<file path="src/rtl/swmm_pkg.sv">
// Shared types and constants for the sliding window median and mean unit.
package swmm_pkg;

    // Result format: signed Q16.8 on a 24-bit port.
    localparam int OUT_WIDTH = 24;
    localparam int FRAC_BITS = 8;

    // Configuration port geometry and register map.
    localparam int CFG_DATA_W  = 7;
    localparam int CFG_INDEX_W = 1;

    localparam logic [CFG_INDEX_W-1:0] REG_WINDOW_SIZE = 1'b0;
    localparam logic [CFG_INDEX_W-1:0] REG_MEAN_MODE   = 1'b1;

    localparam logic [CFG_DATA_W-1:0] WINDOW_SIZE_RESET = 7'd1;

    // Quotient bits the mean divider resolves in one clock.
    localparam int DIV_STEP_BITS = 4;

    // Command broadcast to every cell of the sorted chain.
    typedef struct packed {
        logic clear;
        logic del;
        logic ins;
    } swmm_cell_cmd_t;

endpackage

</file>
<file path="src/rtl/swmm_cell.sv">
// One cell of the sorted sample chain: holds one value and shifts with its neighbours.
module swmm_cell #(
    parameter int SW  = 16,
    parameter int CW  = 7,
    parameter int IDX = 0
) (
    input  logic                            clk,
    input  logic                            rst_n,
    input  swmm_pkg::swmm_cell_cmd_t        cmd,
    input  logic signed [SW-1:0]            s,
    input  logic signed [SW-1:0]            x,
    input  logic signed [SW-1:0]            left_val,
    input  logic                            left_valid,
    input  logic signed [SW-1:0]            right_val,
    input  logic                            right_valid,
    input  logic [CW-1:0]                   lo_idx,
    input  logic [CW-1:0]                   hi_idx,
    output logic signed [SW-1:0]            val,
    output logic                            valid,
    output logic [SW-1:0]                   lo_tap,
    output logic [SW-1:0]                   hi_tap
);
    import swmm_pkg::*;

    logic signed [SW-1:0] val_reg;
    logic signed [SW-1:0] val_next;
    logic                 valid_reg;
    logic                 valid_next;
    logic                 left_gt;
    logic                 self_gt;

    // Empty cells sit at the top of the chain and count as larger than any sample.
    assign left_gt = (IDX != 0) && (!left_valid || (left_val > s));
    assign self_gt = !valid_reg || (val_reg > s);

    // Deletion removes the first cell equal to the evicted sample; equal values are
    // kept oldest first, so that cell is the oldest one. Insertion puts a new sample
    // after all cells that are not larger than it.
    always_comb
    begin
        val_next   = val_reg;
        valid_next = valid_reg;
        priority if (cmd.clear)
        begin
            valid_next = 1'b0;
        end
        else if (cmd.del)
        begin
            if (valid_reg && (val_reg >= x))
            begin
                val_next   = right_val;
                valid_next = right_valid;
            end
        end
        else if (cmd.ins)
        begin
            if (left_gt)
            begin
                val_next   = left_val;
                valid_next = left_valid;
            end
            else if (self_gt)
            begin
                val_next   = s;
                valid_next = 1'b1;
            end
        end
        else
        begin
            // No command: the cell keeps its contents.
            val_next   = val_reg;
            valid_next = valid_reg;
        end
    end

    // Occupancy flag.
    always_ff @(posedge clk or negedge rst_n)
    begin
        if (!rst_n)
        begin
            valid_reg <= 1'b0;
        end
        else
        begin
            valid_reg <= valid_next;
        end
    end

    // Stored value.
    always_ff @(posedge clk)
    begin
        val_reg <= val_next;
    end

    assign val   = val_reg;
    assign valid = valid_reg;

    // Taps for the two middle ranks of the window.
    assign lo_tap = (valid_reg && (CW'(IDX) == lo_idx)) ? val_reg : '0;
    assign hi_tap = (valid_reg && (CW'(IDX) == hi_idx)) ? val_reg : '0;

endmodule

</file>
<file path="config.mk">
export PLATFORM = sky130hd
export DESIGN_NAME = swmm_cell
export DESIGN_NICKNAME = d
export VERILOG_FILES = /design/src/rtl/swmm_pkg.sv /design/src/rtl/swmm_cell.sv
export SDC_FILE = /design/constraint.sdc
export NUM_CORES = 1
export LEC_CHECK = 0
export BUFFER_PORTS_ARGS = -buffer_cell sky130_fd_sc_hd__buf_2
export CAP_MARGIN = 20
export CORE_ASPECT_RATIO = 0.75
export CORE_UTILIZATION = 41
export CTS_BUF_LIST = sky130_fd_sc_hd__clkbuf_8 sky130_fd_sc_hd__clkbuf_16
export DETAILED_ROUTE_END_ITERATION = 10
export PLACE_DENSITY = 0.8
export SYNTH_ARGS = -nofsm -noshare
export SYNTH_HDL_FRONTEND = slang
export SYNTH_SLANG_ARGS = --single-unit
</file>
<file path="constraint.sdc">
create_clock -name clk -period 4.35 [get_ports clk]
set_clock_uncertainty 0.05 [all_clocks]
set_input_delay 0.87 -clock clk [delete_from_list [all_inputs] [get_ports clk]]
set_output_delay 0.87 -clock clk [all_outputs]
set_load 0.01 [all_outputs]
</file>
==> summary.md, run 1 <==
| Metric | Value |
|---|---|
| Status | `complete, no violations` |
| Mapped cell area | `approximately 1800 um2` |
| Pwr dens | `177 nW/um2` |
| Synth Instances | `around 210` |
| Synth warn | `0` |
| All-layer global routing usage | `a little over a fifth` |
| Max-cap viol count | `0` |
| Core Util, Final | `60.8%` |
| Yosys top cell area share | `a little over a quarter` |
| Hpwl dp | `around 4300 um` |
| Drt pass-1 iters | `4` |
| First DRT Iteration DRCs | `46` |
| Count leader, synth | `inv_1` |
| CTS buffer count | `3` |
| Tot Pwr | `~0.00045 W` |
| Static Leak | `around 1.4 nW` |
| Synth Area in Adders | `~22%` |
| Largest net degree at the start of global routing | `34` |
| HP Class | `primary input to asynchronous set/reset pin` |
| CP Max Fanout | `8` |
| Number of global-route vias before repair | `about 1,800` |
| Io pins | `between 100 and 150` |
| Multiplexer share of the synthesized area | `less than 1%` |
| Post-synthesis simple-gate area fraction | `between 20% and 30%` |
| Root buffer cell | `clkbuf_8` |
| Mean post-synth cell area | `8.49 um2` |
| Critical path class | `primary input to register` |
| Clock sink count | `17` |
| Post-CTS Hold Fix Bufs | `0` |
| Unique cell type count in the Yosys netlist | `37` |
| Antenna diodes | `0` |
| Maximum clock insertion buffer count | `2` |
| # fillers | `401` |
| #FFs+latches synth | `17` |
| Ys flop type | `edfxtp_1` |
| Max reg flops | `16` |
| Final Setup Violations | `0` |
| Post-CTS Resized | `0` |
| Nets | `450` |
| Share of layout cells above drive strength 1 | `between 30% and 40%` |
| Compound-gate portion of the synthesized area | `approximately 16%` |
| Crit-path cells | `buf_2 -> inv_1 -> ha_1 -> nand4_1 -> nor4_2 -> a21boi_2 -> o41a_2 -> a221oi_1 -> o41ai_2 -> clkbuf_4 -> buf_4` |
| Top area cells in the synthesized netlist | `edfxtp_1, ha_1, and2_1, inv_1, o21ai_0` |
| Worst-Margin Slew | `0.473 ns` |
| Routed Antenna Nets | `0` |
| Clk_lat worst skew | `0.26 ns` |
| Syn Nets | `~330` |
| GP Congestion | `between 0.7 and 0.8` |
| Via density | `5.03` |
| Initial antenna violation count | `0` |
| Die Ht | `between 50 and 60 um` |
| Worst vdd ir | `roughly 0.11 mV` |
| Core area | `between 4000 and 5000 um2` |
| Synth cell count leaders | `inv_1, and2_1, ha_1` |
| Starting Density | `43.7%` |
| Share of the yosys chip area belonging to registers | `27.8%` |
| CTS tree | `done` |
| Count of pins over their slew limit | `0` |
| CP peak stage delay | `around 0.35 ns` |
| Final wirelength | `~5100 um` |
| Hold Fails Final Rpt | `0` |
| WP data arrival | `between 3 and 4 ns` |
| Grt ovf | `0` |
| Slowest cell on the critical path | `ha_1` |
| Final worst-path cycle share | `74.3%` |
| Post-DR wirelength/cell | `13.3 um` |
| Input/output buffers | `~120` |
| Setup crit end kind | `register` |
| Number of synthesized flops with an enable pin | `16` |
| Die Area | `approximately 4700 um2` |
| Clock-pin slew of the registers on the worst-case setup and hold paths | `approximately 0.070 ns` |
| Total setup buffers inserted after CTS | `0` |
| Synth async-reset ratio | `under 10%` |
| Hold WS | `around 0.32 ns` |
| Slew Limit Headroom | `a little under 70%` |
| H-Tree Depth | `1` |
| Area grow syn2layout | `39.0%` |
| Max frequency | `between 0.3 and 0.4 GHz` |
| Via count | `roughly 1,900` |
| Critical Path RT | `between 4 and 5 ns` |
| Startpoint Class | `primary input` |
| Setup TNS | `0 ns` |
| First-pass GRT wire length | `7810 um` |
| Minimum clock period | `between 3 and 4 ns` |
| Die width | `78.9 um` |
| DRC Markers | `0` |
| Largest family of logic cells by synthesized area | `simple AND/OR/NAND/NOR gates` |
| # rows | `20` |
| Synth area leader | `edfxtp_1` |
| Synth Area in XOR/XNOR | `0%` |
| RSZ-0062 raised after global routing | `no` |
power by group:
| group | total [W] | internal (W) | switching [W] | leakage (nW) |
|---|---|---|---|---|
| Clock | 0.000122 | 0.0000629 | 0.0000589 | 0.0269 |
| Combinational | 0.000125 | 0.0000610 | 0.0000641 | 1.23 |
| Sequential | 0.000199 | 0.000189 | 0.0000103 | 0.161 |
cell families (layout without fill, tap and decap cells):
logic type	after synthesis	after routing
flip-flops	17	17
adder cells (fa/ha/maj)	32	32
multiplexers	1	1
AO/OA/AOI/OAI	47	47
AND/OR/NAND/NOR	75	75
buffers and inverters	42	160
final timing paths:
check | cells past startpoint | endpoint | slack, ns | start
min | 1 | valid$_DFFE_PN0P_ | 0.32 | rst_n
max in group asynchronous | 1 | valid$_DFFE_PN0P_ | 3.85 | rst_n
max reg2reg | 9 | val[15]$_DFFE_PP_ | 1.30 | val[15]$_DFFE_PP_
min in group clk | 3 | valid$_DFFE_PN0P_ | 0.66 | valid$_DFFE_PN0P_
min reg2reg | 3 | valid$_DFFE_PN0P_ | 0.66 | valid$_DFFE_PN0P_
max | 11 | val[15]$_DFFE_PP_ | 1.12 | x[15]
critical path: cells and delay by family:
kind                     cells  cell delay [ns]
buffers and inverters        4             0.61
AND/OR/NAND/NOR              2             0.54
AO/OA/AOI/OAI                4             0.79
adder cells (fa/ha/maj)      1             0.35
layout by cell type, fill, tap and decap left out:
cell,synthesis,final
nor4b_2,2,2
nor2b_1,2,2
o211ai_1,1,1
inv_1,36,37
a21oi_1,11,11
nor3_1,1,1
a221oi_1,1,1
dfrtp_1,1,1
mux2_2,1,1
or4_1,2,2
a22oi_1,1,1
ha_1,32,32
a21boi_2,1,1
o21a_1,1,1
buf_4,0,3
nor4b_1,1,1
nor2_1,3,3
clkbuf_4,0,1
a21o_1,3,3
o41ai_2,0,1
edfxtp_1,16,16
and4_1,2,2
o31ai_1,1,1
or3_1,1,1
o41a_2,1,1
buf_2,0,116
a21boi_0,1,1
o21bai_1,1,1
a211oi_1,1,1
nand4_1,4,4
a2111oi_1,1,1
and2_1,33,33
nand3_1,4,4
o21ai_0,18,18
nand2_1,18,18
nor4_1,1,1
nor4_2,1,1
clkbuf_8,0,3
o31a_1,1,1
a2111oi_0,2,2
routing by layer:
layer / share of wire [%] / global-route usage [%] / vias to the layer above
met5: 0 / 0 / -
li1: - / - / 985
met1: 47 / 28.1 / 871
met2: 46 / 39.0 / 85
met4: 1.3 / 7.27 / 0
met3: 5.8 / 2.29 / 7
area by class of cell:
type                            count  area [um2]  area share [%]
Inverter                           36         135            5.35
Tap cell                           55        68.8            2.72
Clock buffer                        3        41.3            1.63
Timing Repair Buffer              120         611            24.2
Sequential cell                    17         505            20.0
Clock inverter                      1        3.75           0.149
Multi-Input combinational cell    155        1160            46.0
stage by stage:
step	setup slack, ns	instance area, um2	cells
floorplan	0.0303	1820	214
global placement	0.523	2470	382
detailed placement	0.405	2470	382
CTS	0.688	2520	386
global route	0.930	2530	387
finish	1.12	2530	387
Power figures use the tool's default switching activity.
==> run 2: changes to the inputs <==
ABC_AREA = 1   (was not set)
CORE_UTILIZATION = 42   (was 41)
PLACE_DENSITY = 0.81   (was 0.8)
clock period = 3.2 ns   (was 4.35 ns; I/O delays follow)
==> run 2 against run 1 <==
- die area grew 1.9%
- hold slack lost 0.23 ns
- area after synthesis grew 4.5%
- register-to-register slack lost 0.73 ns
- first-iteration DRC count grew 46%
- synthesized cell count grew 34%
- power grew 51%
- non-clock buffer count shrank 1
- critical path type unchanged
==> summary.md, run 2 <==
| Metric | Value |
|---|---|
| Total setup buffers inserted after CTS | `0 (unchanged)` |
| Grt ovf | `0 (unchanged)` |
| Synth warn | `0 (unchanged)` |
| RSZ-0062 raised after global routing | `no` |
| CP Max Fanout | `10 (+2)` |
| Setup TNS | `0 ns (unchanged)` |
| Core Util, Final | `62.3% (+1.5 points)` |
| Setup crit end kind | `register` |
| # rows | `20 (unchanged)` |
| Max reg flops | `16 (unchanged)` |
| Maximum clock insertion buffer count | `2 (unchanged)` |
| Minimum clock period | `2.63 ns` |
| Fin worst setup slack | `0.569 ns (-0.550 ns)` |
| HP Class | `primary input to asynchronous set/reset pin` |
| Largest net degree at the start of global routing | `35 (+2.9%)` |
| Yosys top cell area share | `25.3% (-1.1 points)` |
| Unique cell type count in the Yosys netlist | `20 (-46%)` |
| Max-cap viol count | `0 (unchanged)` |
| Io pins | `134 (unchanged)` |
| Critical path class | `primary input to register` |
| Share of layout cells above drive strength 1 | `31.8% (-7.4 points)` |
| Antenna diodes | `0 (unchanged)` |
| Final wirelength | `5310 um (+3.4%)` |
| Slew Limit Headroom | `62.2% (-6.3 points)` |
| Via density | `4.66 (-7.3%)` |
| Drt pass-1 iters | `4 (unchanged)` |
| Startpoint Class | `primary input` |
| Die width | `79.6 um (+0.96%)` |
| Final worst-path cycle share | `~80%` |
| WP data arrival | `2.56 ns (-0.59 ns)` |
| CTS tree | `done` |
| Multi-input combinational cell area | `1120 um2 (-3.7%)` |
| Share of the yosys chip area belonging to registers | `26.6% (-1.2 points)` |
| Most common cell after layout, fill and taps aside | `buf_2` |
| Syn Nets | `403 (+22%)` |
| Synth Instances | `286 (+34%)` |
| Input/output buffers | `116 (unchanged)` |
| Clk_lat worst skew | `0.26 ns (about the same)` |
| Core area | `4180 um2 (+0.60%)` |
| Max frequency | `0.380 GHz` |
| Worst vdd ir | `0.238 mV (+120%)` |
| Starting Density | `45.4% (+1.7 points)` |
| Ys flop type | `edfxtp_1` |
| CTS buffer count | `3 (unchanged)` |
| Initial antenna violation count | `0 (unchanged)` |
| Mapped cell area | `1900 um2 (+4.5%)` |
| Pwr dens | `259 nW/um2 (+47%)` |
| Post-CTS Hold Fix Bufs | `0 (unchanged)` |
| Setup Slack @ Placement | `0.283 ns (-0.121 ns)` |
| Reg area | `505 um2 (unchanged)` |
| Count of pins over their slew limit | `0 (unchanged)` |
| Die Ht | `60.2 um (+0.96%)` |
| Static Leak | `1.67 nW (+17%)` |
| Root buffer cell | `clkbuf_8` |
| Number of synthesized flops with an enable pin | `16 (unchanged)` |
| Post-DR wirelength/cell | `11.6 um (-13%)` |
| Synth cell count leaders | `inv_1, nand2_1, nor2_1` |
| Top area cells in the synthesized netlist | `edfxtp_1, ha_1, inv_1, nand2_1, nor2_1` |
| H-Tree Depth | `1 (unchanged)` |
| Critical Path RT | `3.13 ns (-1.14 ns)` |
| Hpwl dp | `4330 um (+1.6%)` |
| DRC Markers | `0 (unchanged)` |
| Post-CTS Resized | `0 (unchanged)` |
| All-layer global routing usage | `21.9% (+0.092 points)` |
| Mean post-synth cell area | `6.64 um2 (-22%)` |
| First DRT Iteration DRCs | `67 (+46%)` |
| Area grow syn2layout | `37.2%` |
| Clock sink count | `17 (unchanged)` |
| Synth area leader | `edfxtp_1` |
| Synth async-reset ratio | `5.88% (unchanged)` |
| Final Setup Violations | `0 (unchanged)` |
| GP Congestion | `0.777 (-1.0%)` |
| Hold Fails Final Rpt | `0 (unchanged)` |
| #FFs+latches synth | `17 (unchanged)` |
| Via count | `2,136 (+9.7%)` |
| Tot Pwr | `0.000675 W (+51%)` |
| First-pass GRT wire length | `8000 um (+2.5%)` |
| Routed Antenna Nets | `0 (unchanged)` |
| Placed instance count | `454 (+19%)` |
| Final non-filler cell total | `458 (+18%)` |
| Die Area | `4800 um2 (+1.9%)` |
| Most frequent cells in the layout | `buf_2, inv_1, nand2_1` |
| Clock-pin slew of the registers on the worst-case setup and hold paths | `0.07 ns (about the same)` |
| Worst-Margin Slew | `0.568 ns (+0.0946 ns)` |
| Status | `complete, no violations` |
| # fillers | `415 (+3.5%)` |
| Nets | `521 (+16%)` |
| Number of global-route vias before repair | `1,925 (+9.1%)` |
==> run 2: changes by cell type in the layout (fill, tap and decap cells not counted), sizes merged, moves of 3 or more <==
cell / delta
o21ai: -3
inv: +31
nor2: +42
a2111oi: -3
nand3: +7
nand2: +51
and2: -33
nor4b: -3
==> run 2: layer usage <==
metal  track usage (%)  share of wire [%]  vias up  wire length (um)
met2              42.4                 49       71              2600
met3              4.43                5.6        2               298
met4              2.60               0.15        0                 8
met5                 0                  0        -                 0
li1                  -                  -     1122                 -
met1              25.8                 45      941              2400
==> run 2: power by group <==
part / switching (W) / total (W) / internal [W] / leakage, nW
Combinational: 0.000125 / 0.000226 / 0.000101 / 1.48
Clock: 0.0000827 / 0.000168 / 0.0000854 / 0.0269
Sequential: 0.0000170 / 0.000281 / 0.000264 / 0.163
==> run 2: path summary, 6_finish.rpt <==
check / from / to / slack [ns] / cells after the start
worst max register to register: val[15]$_DFFE_PP_ / val[3]$_DFFE_PP_ / 0.57 / 14
worst min register to register: valid$_DFFE_PN0P_ / valid$_DFFE_PN0P_ / 0.59 / 2
min in group clk: valid$_DFFE_PN0P_ / valid$_DFFE_PN0P_ / 0.59 / 2
worst max-delay path: x[15] / val[3]$_DFFE_PP_ / 0.57 / 16
max in group asynchronous: rst_n / valid$_DFFE_PN0P_ / 2.93 / 1
worst min-delay path: rst_n / valid$_DFFE_PN0P_ / 0.09 / 1
==> run 2: layout make-up <==
type / count / share of cell area (%)
inverters: 67 / 9.65
repair buffers: 119 / 23.6
flip-flops and latches: 17 / 19.4
well taps: 55 / 2.64
clock buffers: 3 / 1.59
clock inverters: 1 / 0.144
multi-input cells: 196 / 42.9
==> run 2: kinds of logic (layout without fill, tap and decap cells) <==
logic type	after synthesis	count (layout)	synth area share, %
buffers and inverters	73	190	14.4
DFF	17	17	26.6
and+or+nand+nor	136	136	30.2
adders and majority gates	32	32	21.1
AOI/OAI and AO/OA	28	28	7.65
==> run 2: per-stage QoR <==
stage | hold WS, ns | cell area (um2)
after floorplan | 0.294 | 1900
after global placement | 0.368 | 2560
after detailed placement | 0.366 | 2560
after CTS | 0.0893 | 2610
after global routing | 0.0828 | 2610
final | 0.0898 | 2610
==> run 2: critical path, cell delays in order <==
cell and delay, ns:
buf_2 0.08, inv_1 0.04, ha_1 0.34, nand2_1 0.10, nor2_2 0.20, nand2_2 0.09
nor2_4 0.10, nand2_2 0.06, nand3_2 0.06, nand2_1 0.04, nand3_1 0.06, nand2_1 0.07
a21oi_1 0.13, nand3_1 0.08, inv_1 0.28, buf_12 0.19
