==> src/rtl/swmm_pkg.sv <==
// Shared types and constants for the sliding window median and mean unit.
package swmm_pkg;

    // Result format: signed Q16.8 on a 24-bit port.
    localparam int OUT_WIDTH = 24;
    localparam int FRAC_BITS = 8;

    // Configuration port geometry and register map.
    localparam int CFG_DATA_W  = 7;
    localparam int CFG_INDEX_W = 1;

    localparam logic [CFG_INDEX_W-1:0] REG_WINDOW_SIZE = 1'b0;
    localparam logic [CFG_INDEX_W-1:0] REG_MEAN_MODE   = 1'b1;

    localparam logic [CFG_DATA_W-1:0] WINDOW_SIZE_RESET = 7'd1;

    // Quotient bits the mean divider resolves in one clock.
    localparam int DIV_STEP_BITS = 4;

    // Command broadcast to every cell of the sorted chain.
    typedef struct packed {
        logic clear;
        logic del;
        logic ins;
    } swmm_cell_cmd_t;

endpackage

==> src/rtl/swmm_div.sv <==
// Unsigned restoring divider that resolves a few quotient bits per clock.
module swmm_div #(
    parameter int DW = 31,
    parameter int VW = 7
) (
    input  logic          clk,
    input  logic          rst_n,
    input  logic          start,
    input  logic [DW-1:0] dividend,
    input  logic [VW-1:0] divisor,
    output logic          done,
    output logic [DW-1:0] quotient
);
    import swmm_pkg::*;

    localparam int ITER = (DW + DIV_STEP_BITS - 1) / DIV_STEP_BITS;
    localparam int DP   = ITER * DIV_STEP_BITS;
    localparam int CNW  = $clog2(ITER + 1);

    logic [DP-1:0]  q_reg;
    logic [DP-1:0]  q_next;
    logic [VW-1:0]  rem_reg;
    logic [VW-1:0]  rem_next;
    logic [CNW-1:0] cnt_reg;
    logic [CNW-1:0] cnt_next;
    logic           done_reg;
    logic           done_next;
    logic [DP-1:0]  q_step;
    logic [VW-1:0]  rem_step;

    // A group of restoring steps: the dividend shifts out at the top of q while
    // quotient bits shift in at the bottom.
    always_comb
    begin
        logic [VW:0] rem_w;
        q_step   = q_reg;
        rem_step = rem_reg;
        for (int k = 0; k < DIV_STEP_BITS; k++)
        begin
            rem_w  = {rem_step, q_step[DP-1]};
            q_step = {q_step[DP-2:0], 1'b0};
            if (rem_w >= {1'b0, divisor})
            begin
                rem_w     = rem_w - {1'b0, divisor};
                q_step[0] = 1'b1;
            end
            rem_step = rem_w[VW-1:0];
        end
    end

    // Iteration control.
    always_comb
    begin
        q_next    = q_reg;
        rem_next  = rem_reg;
        cnt_next  = cnt_reg;
        done_next = done_reg;
        if (start)
        begin
            q_next    = DP'(dividend);
            rem_next  = '0;
            cnt_next  = CNW'(ITER);
            done_next = 1'b0;
        end
        else if (cnt_reg != '0)
        begin
            q_next   = q_step;
            rem_next = rem_step;
            cnt_next = cnt_reg - 1'b1;
            if (cnt_reg == CNW'(1))
            begin
                done_next = 1'b1;
            end
        end
    end

    always_ff @(posedge clk or negedge rst_n)
    begin
        if (!rst_n)
        begin
            cnt_reg  <= '0;
            done_reg <= 1'b0;
        end
        else
        begin
            cnt_reg  <= cnt_next;
            done_reg <= done_next;
        end
    end

    always_ff @(posedge clk)
    begin
        q_reg   <= q_next;
        rem_reg <= rem_next;
    end

    assign done     = done_reg;
    assign quotient = q_reg[DW-1:0];

endmodule

==> config.mk <==
export PLATFORM = sky130hd
export DESIGN_NAME = swmm_div
export DESIGN_NICKNAME = d
export VERILOG_FILES = /design/src/rtl/swmm_pkg.sv /design/src/rtl/swmm_div.sv
export SDC_FILE = /design/constraint.sdc
export NUM_CORES = 1
export LEC_CHECK = 0
export ABC_AREA = 1
export BUFFER_PORTS_ARGS = -buffer_cell sky130_fd_sc_hd__buf_4
export CORE_AREA = 10 10 93 95
export DETAILED_ROUTE_END_ITERATION = 6
export DIE_AREA = 0 0 103 105
export GPL_ROUTABILITY_DRIVEN = 0
export MAX_ROUTING_LAYER = met4
export PLACE_DENSITY = 0.85
export REMOVE_ABC_BUFFERS = 1
export SKIP_CTS_REPAIR_TIMING = 1
export SYNTH_ARGS = -nofsm -noshare
export SYNTH_HDL_FRONTEND = slang
export SYNTH_SLANG_ARGS = --single-unit
==> constraint.sdc <==
create_clock -name clk -period 8.2 [get_ports clk]
set_input_delay 1.64 -clock clk [delete_from_list [all_inputs] [get_ports clk]]
set_output_delay 1.64 -clock clk [all_outputs]
set_load 0.02 [all_outputs]
==> flow_metrics.env, run 1 <==
export IMPL_rows=30
export IMPL_dp_final_hpwl_um=7530
export IMPL_largest_reg_flops=32
export IMPL_clock_latency_ns=0.30
export IMPL_synthAdderAreaFrac_pct=12.04
export IMPL_synth_top_family_by_area="simple AND/OR/NAND/NOR gates"
export IMPL_slew_headroom_pct=58.54
export IMPL_setup_viol=0
export IMPL_wl_um=9453
export IMPL_cpMaxStageDelayCell="fa_1"
export IMPL_finClkSkew_ns=0.009406
export IMPL_tightest_slew_ns=0.6210
export IMPL_synth_area_per_cell_um2=7.659
export IMPL_status="finished, final reports clean"
export IMPL_antenna_found_initial=0
export IMPL_fin_setup_tns_ns=0
export IMPL_rsz0062_at_grt="no"
export IMPL_clk_pin_slew_ns=0.08
export IMPL_worstHoldStart="rem_reg[3]$_SDFFE_PP0P_"
export IMPL_avgRoutedWirePerCell_um=15.32
export IMPL_cp_arrival_ns=7.77
export IMPL_synthMuxAreaShare_pct=0
export IMPL_die_w_um=103
export IMPL_n_antenna_cell=0
export IMPL_endpoint_kind="flop"
export IMPL_synth_xor_area_share_pct=4.398
export IMPL_drc=0
export IMPL_core_um2=6756
export IMPL_overflow=0
export IMPL_critical_path_class="input pin to flop"
export IMPL_required_ns=8.39
export IMPL_drtPass1Iterations=6
export IMPL_drt_initial_drc_count=198
export IMPL_worstPathMaxFanout=9
export IMPL_track_usage_pct=17.69
export IMPL_r2r_start="q_reg[31]$_SDFFE_PP0P_"
export IMPL_crit_buf_inv=8
export IMPL_yosysUniqueCellTypes=36
export IMPL_grt_max_degree=38
export IMPL_critPathLaunch="divisor[0]"
export IMPL_syn2layout_area_growth_pct=13.19
export IMPL_grt_pass1_wl_um=15210
export IMPL_cts_tree="done"
export IMPL_timing_final_crit_share_pct=92.46
export IMPL_place_inst=609
export IMPL_synth_compound_area_share_pct=5.688
export IMPL_post_route_cells_drive_above_1_share_pct=19.93
export IMPL_root_buffer="clkbuf_8"
export IMPL_start_util_pct=56.00
export IMPL_critPathMostFrequentCell="nand2_1"
export IMPL_hold_violations=0
export IMPL_startpoint_type="input pin"
export IMPL_slowest_delay_ns=0.41
export IMPL_vias=3285
export IMPL_cts_buffers=5
export IMPL_vias_per_cell=5.324
export IMPL_synth_seq_cells=44
export IMPL_die_y_um=105
export IMPL_nets=611
export IMPL_drv_cap=0
export IMPL_ys_seq_area_share_pct=32.14
export IMPL_yosys_warnings=0
export IMPL_port_buffer_count=72
export IMPL_cts_max_level=2
export IMPL_grt_pass1_vias=3277
export IMPL_ant_nets=0
export IMPL_hold_class="flop to flop"
export IMPL_clock_path_buffers=2
export IMPL_cts_sink_count=44
export IMPL_worst_slack_ns=0.6179
export IMPL_slew_viol_final=0
export IMPL_layout_cells_non_filler=617
export IMPL_synth_cells=494
export IMPL_die_area_um2=10820
export IMPL_synth_cell_area_um2=3784
export IMPL_dp_slack_ns=0.3899
export IMPL_min_period_ns=7.582
export IMPL_max_freq_mhz=131.9
export IMPL_ios=73
export IMPL_fin_util_pct=63.39
export IMPL_yosys_area_share_simple_pct=32.80
export IMPL_crit_family="simple AND/OR/NAND/NOR gates"
[tightest hold or removal path, cell delays in order (launching register included)]
cell and delay, ns:
dfxtp_1 0.34, nand2_1 0.07, nand2_1 0.04
[kinds of logic after synthesis]
kind of cell / Yosys count
AO/OA/AOI/OAI: 33
XOR/XNOR: 19
adder cells (fa/ha/maj): 34
buffers and inverters: 99
flip-flops: 44
AND/OR/NAND/NOR: 265
[final timing paths]
kind,end,depth (start not counted),slack (ns)
setup / recovery,rem_reg[1]$_SDFFE_PP0P_,48,0.62
hold / removal,rem_reg[3]$_SDFFE_PP0P_,2,0.50
setup reg to reg,rem_reg[1]$_SDFFE_PP0P_,48,1.66
hold reg to reg,rem_reg[3]$_SDFFE_PP0P_,2,0.50
max in group asynchronous,cnt_reg[2]$_DFFE_PN0P_,1,6.96
min in group asynchronous,cnt_reg[3]$_DFFE_PN0P_,1,1.13
[synthesized netlist by cell type (all sizes together)]
cell	number	area (µm²)
a21o	2	15.01
or4	1	7.510
buf	35	249.0
a31oi	5	31.28
dfrtp	5	125.1
or2	1	8.760
xnor2	6	52.55
nand3	45	305.3
o21bai	2	15.01
fa	4	80.08
o22ai	1	6.260
nand4	6	37.54
nand3b	3	22.52
a21oi	17	115.1
edfxtp	31	930.9
clkbuf	3	11.26
nand2	187	734.4
nor3	4	20.02
inv	61	229.0
dfxtp	8	160.2
o21ai	5	25.02
xor2	13	113.9
ha	30	375.4
o21a	1	7.510
nor2	18	105.1
[layer usage]
layer  vias to the layer above  wire length, µm  track usage, %
li1                       1646                -               -
met1                      1510             3873           21.20
met2                       112             4835           29.17
met3                        17              542           3.096
met4                         0              202           5.467
met5                         -                0               -
[area by class of cell]
| class | count | area (µm²) |
|---|---|---|
| Tap cell | 80 | 100.1 |
| Inverter | 61 | 229.0 |
| Clock buffer | 5 | 68.82 |
| Clock inverter | 3 | 42.54 |
| Multi-Input combinational cell | 351 | 2078 |
| Fill cell | 585 | 2474 |
| Timing Repair Buffer | 73 | 548.0 |
| Sequential cell | 44 | 1216 |
[through the flow]
step | hold slack (ns) | instance area, µm²
floorplan | 0.4430 | 3523
global placement | 0.4722 | 4172
detailed placement | 0.4789 | 4172
CTS | 0.5028 | 4283
global route | 0.5272 | 4283
finish | 0.4952 | 4283
[cells in the final DEF (no fill, tap or decap), types with 3 or more instances in the layout]
cell type | synthesis | layout
xnor2_1 | 6 | 6
o21ai_0 | 5 | 5
dfxtp_1 | 8 | 8
ha_1 | 30 | 30
edfxtp_1 | 31 | 31
nand3_1 | 38 | 38
nand4_1 | 6 | 6
a31oi_1 | 5 | 5
dfrtp_1 | 5 | 5
inv_1 | 59 | 59
buf_4 | 31 | 73
clkbuf_8 | 0 | 5
xor2_1 | 13 | 13
nand2_2 | 7 | 7
nand3b_1 | 3 | 3
fa_1 | 4 | 4
nand2_1 | 178 | 178
nor3_1 | 4 | 4
nand3_4 | 6 | 6
nor2_1 | 14 | 14
a21oi_1 | 13 | 13
Power of run 1 is not shown: default switching activity piles up to over one toggle a cycle in this logic, so the estimate is an artifact.
==> run 2, diff against run 1 <==
--- a/config.mk
+++ b/config.mk
@@ -7,12 +7,12 @@
 export LEC_CHECK = 0
 export ABC_AREA = 1
 export BUFFER_PORTS_ARGS = -buffer_cell sky130_fd_sc_hd__buf_4
-export CORE_AREA = 10 10 93 95
+export CORE_AREA = 2 2 83 85
 export DETAILED_ROUTE_END_ITERATION = 6
-export DIE_AREA = 0 0 103 105
+export DIE_AREA = 0 0 85 87
 export GPL_ROUTABILITY_DRIVEN = 0
 export MAX_ROUTING_LAYER = met4
-export PLACE_DENSITY = 0.85
+export PLACE_DENSITY = 0.89
 export REMOVE_ABC_BUFFERS = 1
 export SKIP_CTS_REPAIR_TIMING = 1
 export SYNTH_ARGS = -nofsm -noshare
==> constraint.sdc (replaced) <==
create_clock -name clk -period 9.4 [get_ports clk]
set_input_delay 1.88 -clock clk [delete_from_list [all_inputs] [get_ports clk]]
set_output_delay 1.88 -clock clk [all_outputs]
set_load 0.02 [all_outputs]
==> run 2 against run 1 <==
Critical endpoint unchanged. Clock-buffer cell count rose by 2. Sequential share of layout area barely moved. Clock skew rose by 0.00083 ns. Highest routed layer unchanged. Design area fell by 0.12%. First-iteration DRC count rose by 92%. Setup slack improved by 0.92 ns. Non-clock buffer count did not move. Via count rose by 3.4%.
==> flow_metrics.env, run 2 (synthesis gave the netlist of run 1 again) <==
export IMPL_ios=73
export IMPL_slew_viol_final=0
export IMPL_slowest_delay_ns=0.41
export IMPL_vias=3397
export IMPL_finClkSkew_ns=0.01023
export IMPL_startpoint_type="input pin"
export IMPL_clock_latency_ns=0.29
export IMPL_hold_violations=0
export IMPL_clock_path_buffers=2
export IMPL_grt_pass1_wl_um=14660
export IMPL_required_ns=9.58
export IMPL_grt_pass1_vias=3253
export IMPL_die_y_um=87
export IMPL_rsz0062_at_grt="no"
export IMPL_tightest_slew_ns=0.6383
export IMPL_nets=611
export IMPL_setup_viol=0
export IMPL_crit_buf_inv=8
export IMPL_cts_max_level=2
export IMPL_wl_um=9058
export IMPL_vias_per_cell=5.506
export IMPL_cpMaxStageDelayCell="fa_1"
export IMPL_die_area_um2=7395
export IMPL_timing_final_crit_share_pct=83.60
export IMPL_root_buffer="clkbuf_8"
export IMPL_critical_path_class="input pin to flop"
export IMPL_max_freq_mhz=127.3
export IMPL_syn2layout_area_growth_pct=13.06
export IMPL_worstPathMaxFanout=9
export IMPL_core_um2=6569
export IMPL_dp_final_hpwl_um=7041
export IMPL_cts_sink_count=44
export IMPL_die_w_um=85
export IMPL_final_cell_mix="nand2_1, buf_4, inv_1"
export IMPL_start_util_pct=57.60
export IMPL_fin_setup_tns_ns=0
export IMPL_hold_class="flop to flop"
export IMPL_crit_cells=48
export IMPL_endpoint_kind="flop"
export IMPL_rows=30
export IMPL_clk_pin_slew_ns=0.07
export IMPL_critPathMostFrequentCell="nand2_1"
export IMPL_status="finished, final reports clean"
export IMPL_post_route_cells_drive_above_1_share_pct=19.74
export IMPL_overflow=0
export IMPL_reg2reg_depth=48
export IMPL_n_antenna_cell=0
export IMPL_port_buffer_count=72
export IMPL_drc=0
export IMPL_min_period_ns=7.859
export IMPL_antenna_found_initial=0
export IMPL_slew_headroom_pct=57.38
export IMPL_mostFrequentLayoutCell="nand2_1"
export IMPL_drt_initial_drc_count=380
export IMPL_crit_family="simple AND/OR/NAND/NOR gates"
export IMPL_min_path_cells=2
export IMPL_avgRoutedWirePerCell_um=14.68
export IMPL_cts_tree="done"
export IMPL_track_usage_pct=25.69
export IMPL_r2r_start="q_reg[31]$_SDFFE_PP0P_"
export IMPL_worstHoldStart="rem_reg[2]$_SDFFE_PP0P_"
export IMPL_drtPass1Iterations=5
export IMPL_grt_max_degree=38
export IMPL_ant_nets=0
export IMPL_critPathLaunch="divisor[0]"
export IMPL_cp_arrival_ns=8.04
export IMPL_cts_buffers=5
export IMPL_drv_cap=0
export IMPL_largest_reg_flops=32
## run 2: cell types whose count changed in the layout (fill, tap and decap cells not counted), sizes merged
cell    delta
clkinv     -2
clkbuf     +2
## run 2: worst paths after layout
| kind | to | slack (ns) |
|---|---|---|
| max in group asynchronous | cnt_reg[0]$_DFFE_PN0P_ | 7.92 |
| hold / removal | rem_reg[2]$_SDFFE_PP0P_ | 0.50 |
| min in group asynchronous | done$_DFFE_PN0P_ | 1.37 |
| setup / recovery | rem_reg[1]$_SDFFE_PP0P_ | 1.54 |
| hold reg to reg | rem_reg[2]$_SDFFE_PP0P_ | 0.50 |
| setup reg to reg | rem_reg[1]$_SDFFE_PP0P_ | 2.82 |
## run 2: worst register-to-register path, delay by kind of cell (launching register included)
family | cells | cell delay (ns)
buffers and inverters | 8 | 0.59
AO/OA/AOI/OAI | 6 | 0.99
AND/OR/NAND/NOR | 29 | 3.05
flip-flops | 1 | 0.30
adder cells (fa/ha/maj) | 5 | 1.58
## run 2: cell type report
cell class	count	area [µm²]
clock buffers	7	76.32
clock inverters	1	30.03
fillers	524	2291
inverters	61	229.0
multi-input cells	351	2078
flip-flops and latches	44	1216
well taps	80	100.1
repair buffers	73	548.0
## run 2: per-stage QoR
step | setup WS (ns) | util (%) | std cells | cell area, µm² | hold WS, ns
2_1_floorplan | 2.221 | - | 456 | 3523 | 0.4430
3_3_place_gp | 1.605 | 63.50 | 609 | 4172 | 0.4590
3_5_place_dp | 1.303 | 63.50 | 609 | 4172 | 0.4832
4_1_cts | 1.614 | 65.12 | 617 | 4278 | 0.5057
5_1_grt | 1.027 | 65.12 | 617 | 4278 | 0.5355
6_report | 1.541 | 65.12 | 617 | 4278 | 0.5047
## run 2: per-layer routing
layer	global-route usage [%]	up-vias	routed length, µm
met5	-	-	0
met4	9.524	0	301
met3	4.455	34	699
met2	41.19	174	4432
met1	32.79	1545	3624
li1	-	1644	-
Power of run 2 is left out for the same reason.
==> run 3, diff against run 2 <==
--- a/config.mk
+++ b/config.mk
@@ -7,12 +7,12 @@
 export LEC_CHECK = 0
 export ABC_AREA = 1
 export BUFFER_PORTS_ARGS = -buffer_cell sky130_fd_sc_hd__buf_4
-export CORE_AREA = 2 2 83 85
+export CORE_AREA = 2 2 85 87
 export DETAILED_ROUTE_END_ITERATION = 6
-export DIE_AREA = 0 0 85 87
+export DIE_AREA = 0 0 87 89
 export GPL_ROUTABILITY_DRIVEN = 0
 export MAX_ROUTING_LAYER = met4
-export PLACE_DENSITY = 0.89
+export PLACE_DENSITY = 0.85
 export REMOVE_ABC_BUFFERS = 1
 export SKIP_CTS_REPAIR_TIMING = 1
 export SYNTH_ARGS = -nofsm -noshare
==> constraint.sdc (replaced) <==
create_clock -name clk -period 7.31 [get_ports clk]
set_input_delay 1.462 -clock clk [delete_from_list [all_inputs] [get_ports clk]]
set_output_delay 1.462 -clock clk [all_outputs]
set_load 0.02 [all_outputs]
==> run 3 against run 2 <==
Cell count grew 2.3%. Core utilization grew 1.6 points. Sequential share of layout area shrank 1.3 points. Clock skew shrank 0.0023 ns. First-iteration DRC count shrank 28%. Flip-flop and latch count is the same. Routed wire length grew 6.0%. Critical path type unchanged. Largest cell class unchanged.
==> flow_metrics.env, run 3 (synthesis gave the netlist of run 1 again) <==
export IMPL_cts_max_level=2
export IMPL_die_w_um=87
export IMPL_core_um2=6719
export IMPL_die_y_um=89
export IMPL_cpMaxStageDelayCell="fa_1"
export IMPL_drc=0
export IMPL_start_util_pct=56.31
export IMPL_overflow=0
export IMPL_largest_reg_flops=32
export IMPL_vias_per_cell=5.422
export IMPL_n_antenna_cell=0
export IMPL_tightest_slew_ns=0.6417
export IMPL_rows=30
export IMPL_avgRoutedWirePerCell_um=15.22
export IMPL_max_freq_mhz=143.6
export IMPL_drv_cap=0
export IMPL_startpoint_type="input pin"
export IMPL_die_area_um2=7743
export IMPL_slowest_delay_ns=0.40
export IMPL_syn2layout_area_growth_pct=18.55
export IMPL_cp_arrival_ns=6.97
export IMPL_critPathMostFrequentCell="nand2_1"
export IMPL_worstPathMaxFanout=8
export IMPL_root_buffer="clkbuf_8"
export IMPL_endpoint_kind="flop"
export IMPL_ios=73
export IMPL_reg2reg_depth=46
export IMPL_crit_buf_inv=8
export IMPL_hold_violations=0
export IMPL_mostFrequentLayoutCell="nand2_1"
export IMPL_track_usage_pct=24.93
export IMPL_critical_path_class="input pin to flop"
export IMPL_port_buffer_count=72
export IMPL_antenna_found_initial=0
export IMPL_grt_pass1_vias=3262
export IMPL_drtPass1Iterations=7
export IMPL_timing_final_crit_share_pct=95.28
export IMPL_hold_class="flop to flop"
export IMPL_cts_buffers=5
export IMPL_nets=625
export IMPL_vias=3421
export IMPL_clock_path_buffers=2
export IMPL_min_period_ns=6.965
export IMPL_post_route_cells_drive_above_1_share_pct=25.41
export IMPL_required_ns=7.32
export IMPL_crit_family="simple AND/OR/NAND/NOR gates"
export IMPL_status="finished, final reports clean"
export IMPL_min_path_cells=2
export IMPL_crit_cells=46
export IMPL_cts_tree="done"
export IMPL_grt_max_degree=38
export IMPL_clock_latency_ns=0.29
export IMPL_drt_initial_drc_count=275
export IMPL_fin_util_pct=66.76
export IMPL_clk_pin_slew_ns=0.07
export IMPL_ant_nets=0
export IMPL_wl_um=9603
export IMPL_grt_pass1_wl_um=14630
export IMPL_cts_sink_count=44
export IMPL_slew_viol_final=0
export IMPL_slew_headroom_pct=57.16
export IMPL_final_cell_mix="nand2_1, buf_4, inv_1"
export IMPL_finClkSkew_ns=0.007953
export IMPL_dp_final_hpwl_um=7273
export IMPL_setup_viol=0
[run 3: per-layer routing]
metal	global-route usage, %	wire, µm	vias up
met5	-	0	-
met2	43.93	5010	131
met1	30.18	3893	1593
met3	2.678	481	26
met4	7.528	217	0
li1	-	-	1671
[run 3: stage by stage]
stage	setup slack (ns)	hold slack (ns)	cell area [µm²]	TNS [ns]	std cells
after global placement	0.008033	0.4643	4247	0	619
after detailed placement	-0.2060	0.4734	4247	-1.233	619
after floorplan	0.5495	0.4430	3523	0	456
after CTS	0.04210	0.4849	4353	0	627
final	0.3452	0.4858	4486	0	631
after global routing	-0.02289	0.5177	4486	-0.02691	631
[run 3: worst register-to-register path: cells and delay by family, from the launching register on]
kind	cells	cell delay, ns
fa+ha+maj	5	1.47
simple gates	26	2.47
compound gates	7	1.04
buf+inv	8	0.52
flops	1	0.30
[run 3: final cells by class]
cell class              count  area, µm²
fillers                   519       2233
multi-input cells         352       2188
flip-flops and latches     44       1216
repair buffers             86      645.6
inverters                  61      229.0
well taps                  80      100.1
clock buffers               7      76.32
clock inverters             1      30.03
[run 3: final timing paths]
path                                          from                       to  slack, ns
max                                     divisor[0]       q_reg[0]$_DFFE_PP_       0.35
max reg2reg                 q_reg[31]$_SDFFE_PP0P_       q_reg[0]$_DFFE_PP_       1.23
min                        rem_reg[1]$_SDFFE_PP0P_  rem_reg[1]$_SDFFE_PP0P_       0.49
min reg2reg                rem_reg[1]$_SDFFE_PP0P_  rem_reg[1]$_SDFFE_PP0P_       0.49
min in group asynchronous                    rst_n   cnt_reg[3]$_DFFE_PN0P_       0.96
max in group asynchronous                    rst_n   cnt_reg[2]$_DFFE_PN0P_       6.23
Power of run 3 is left out for the same reason.
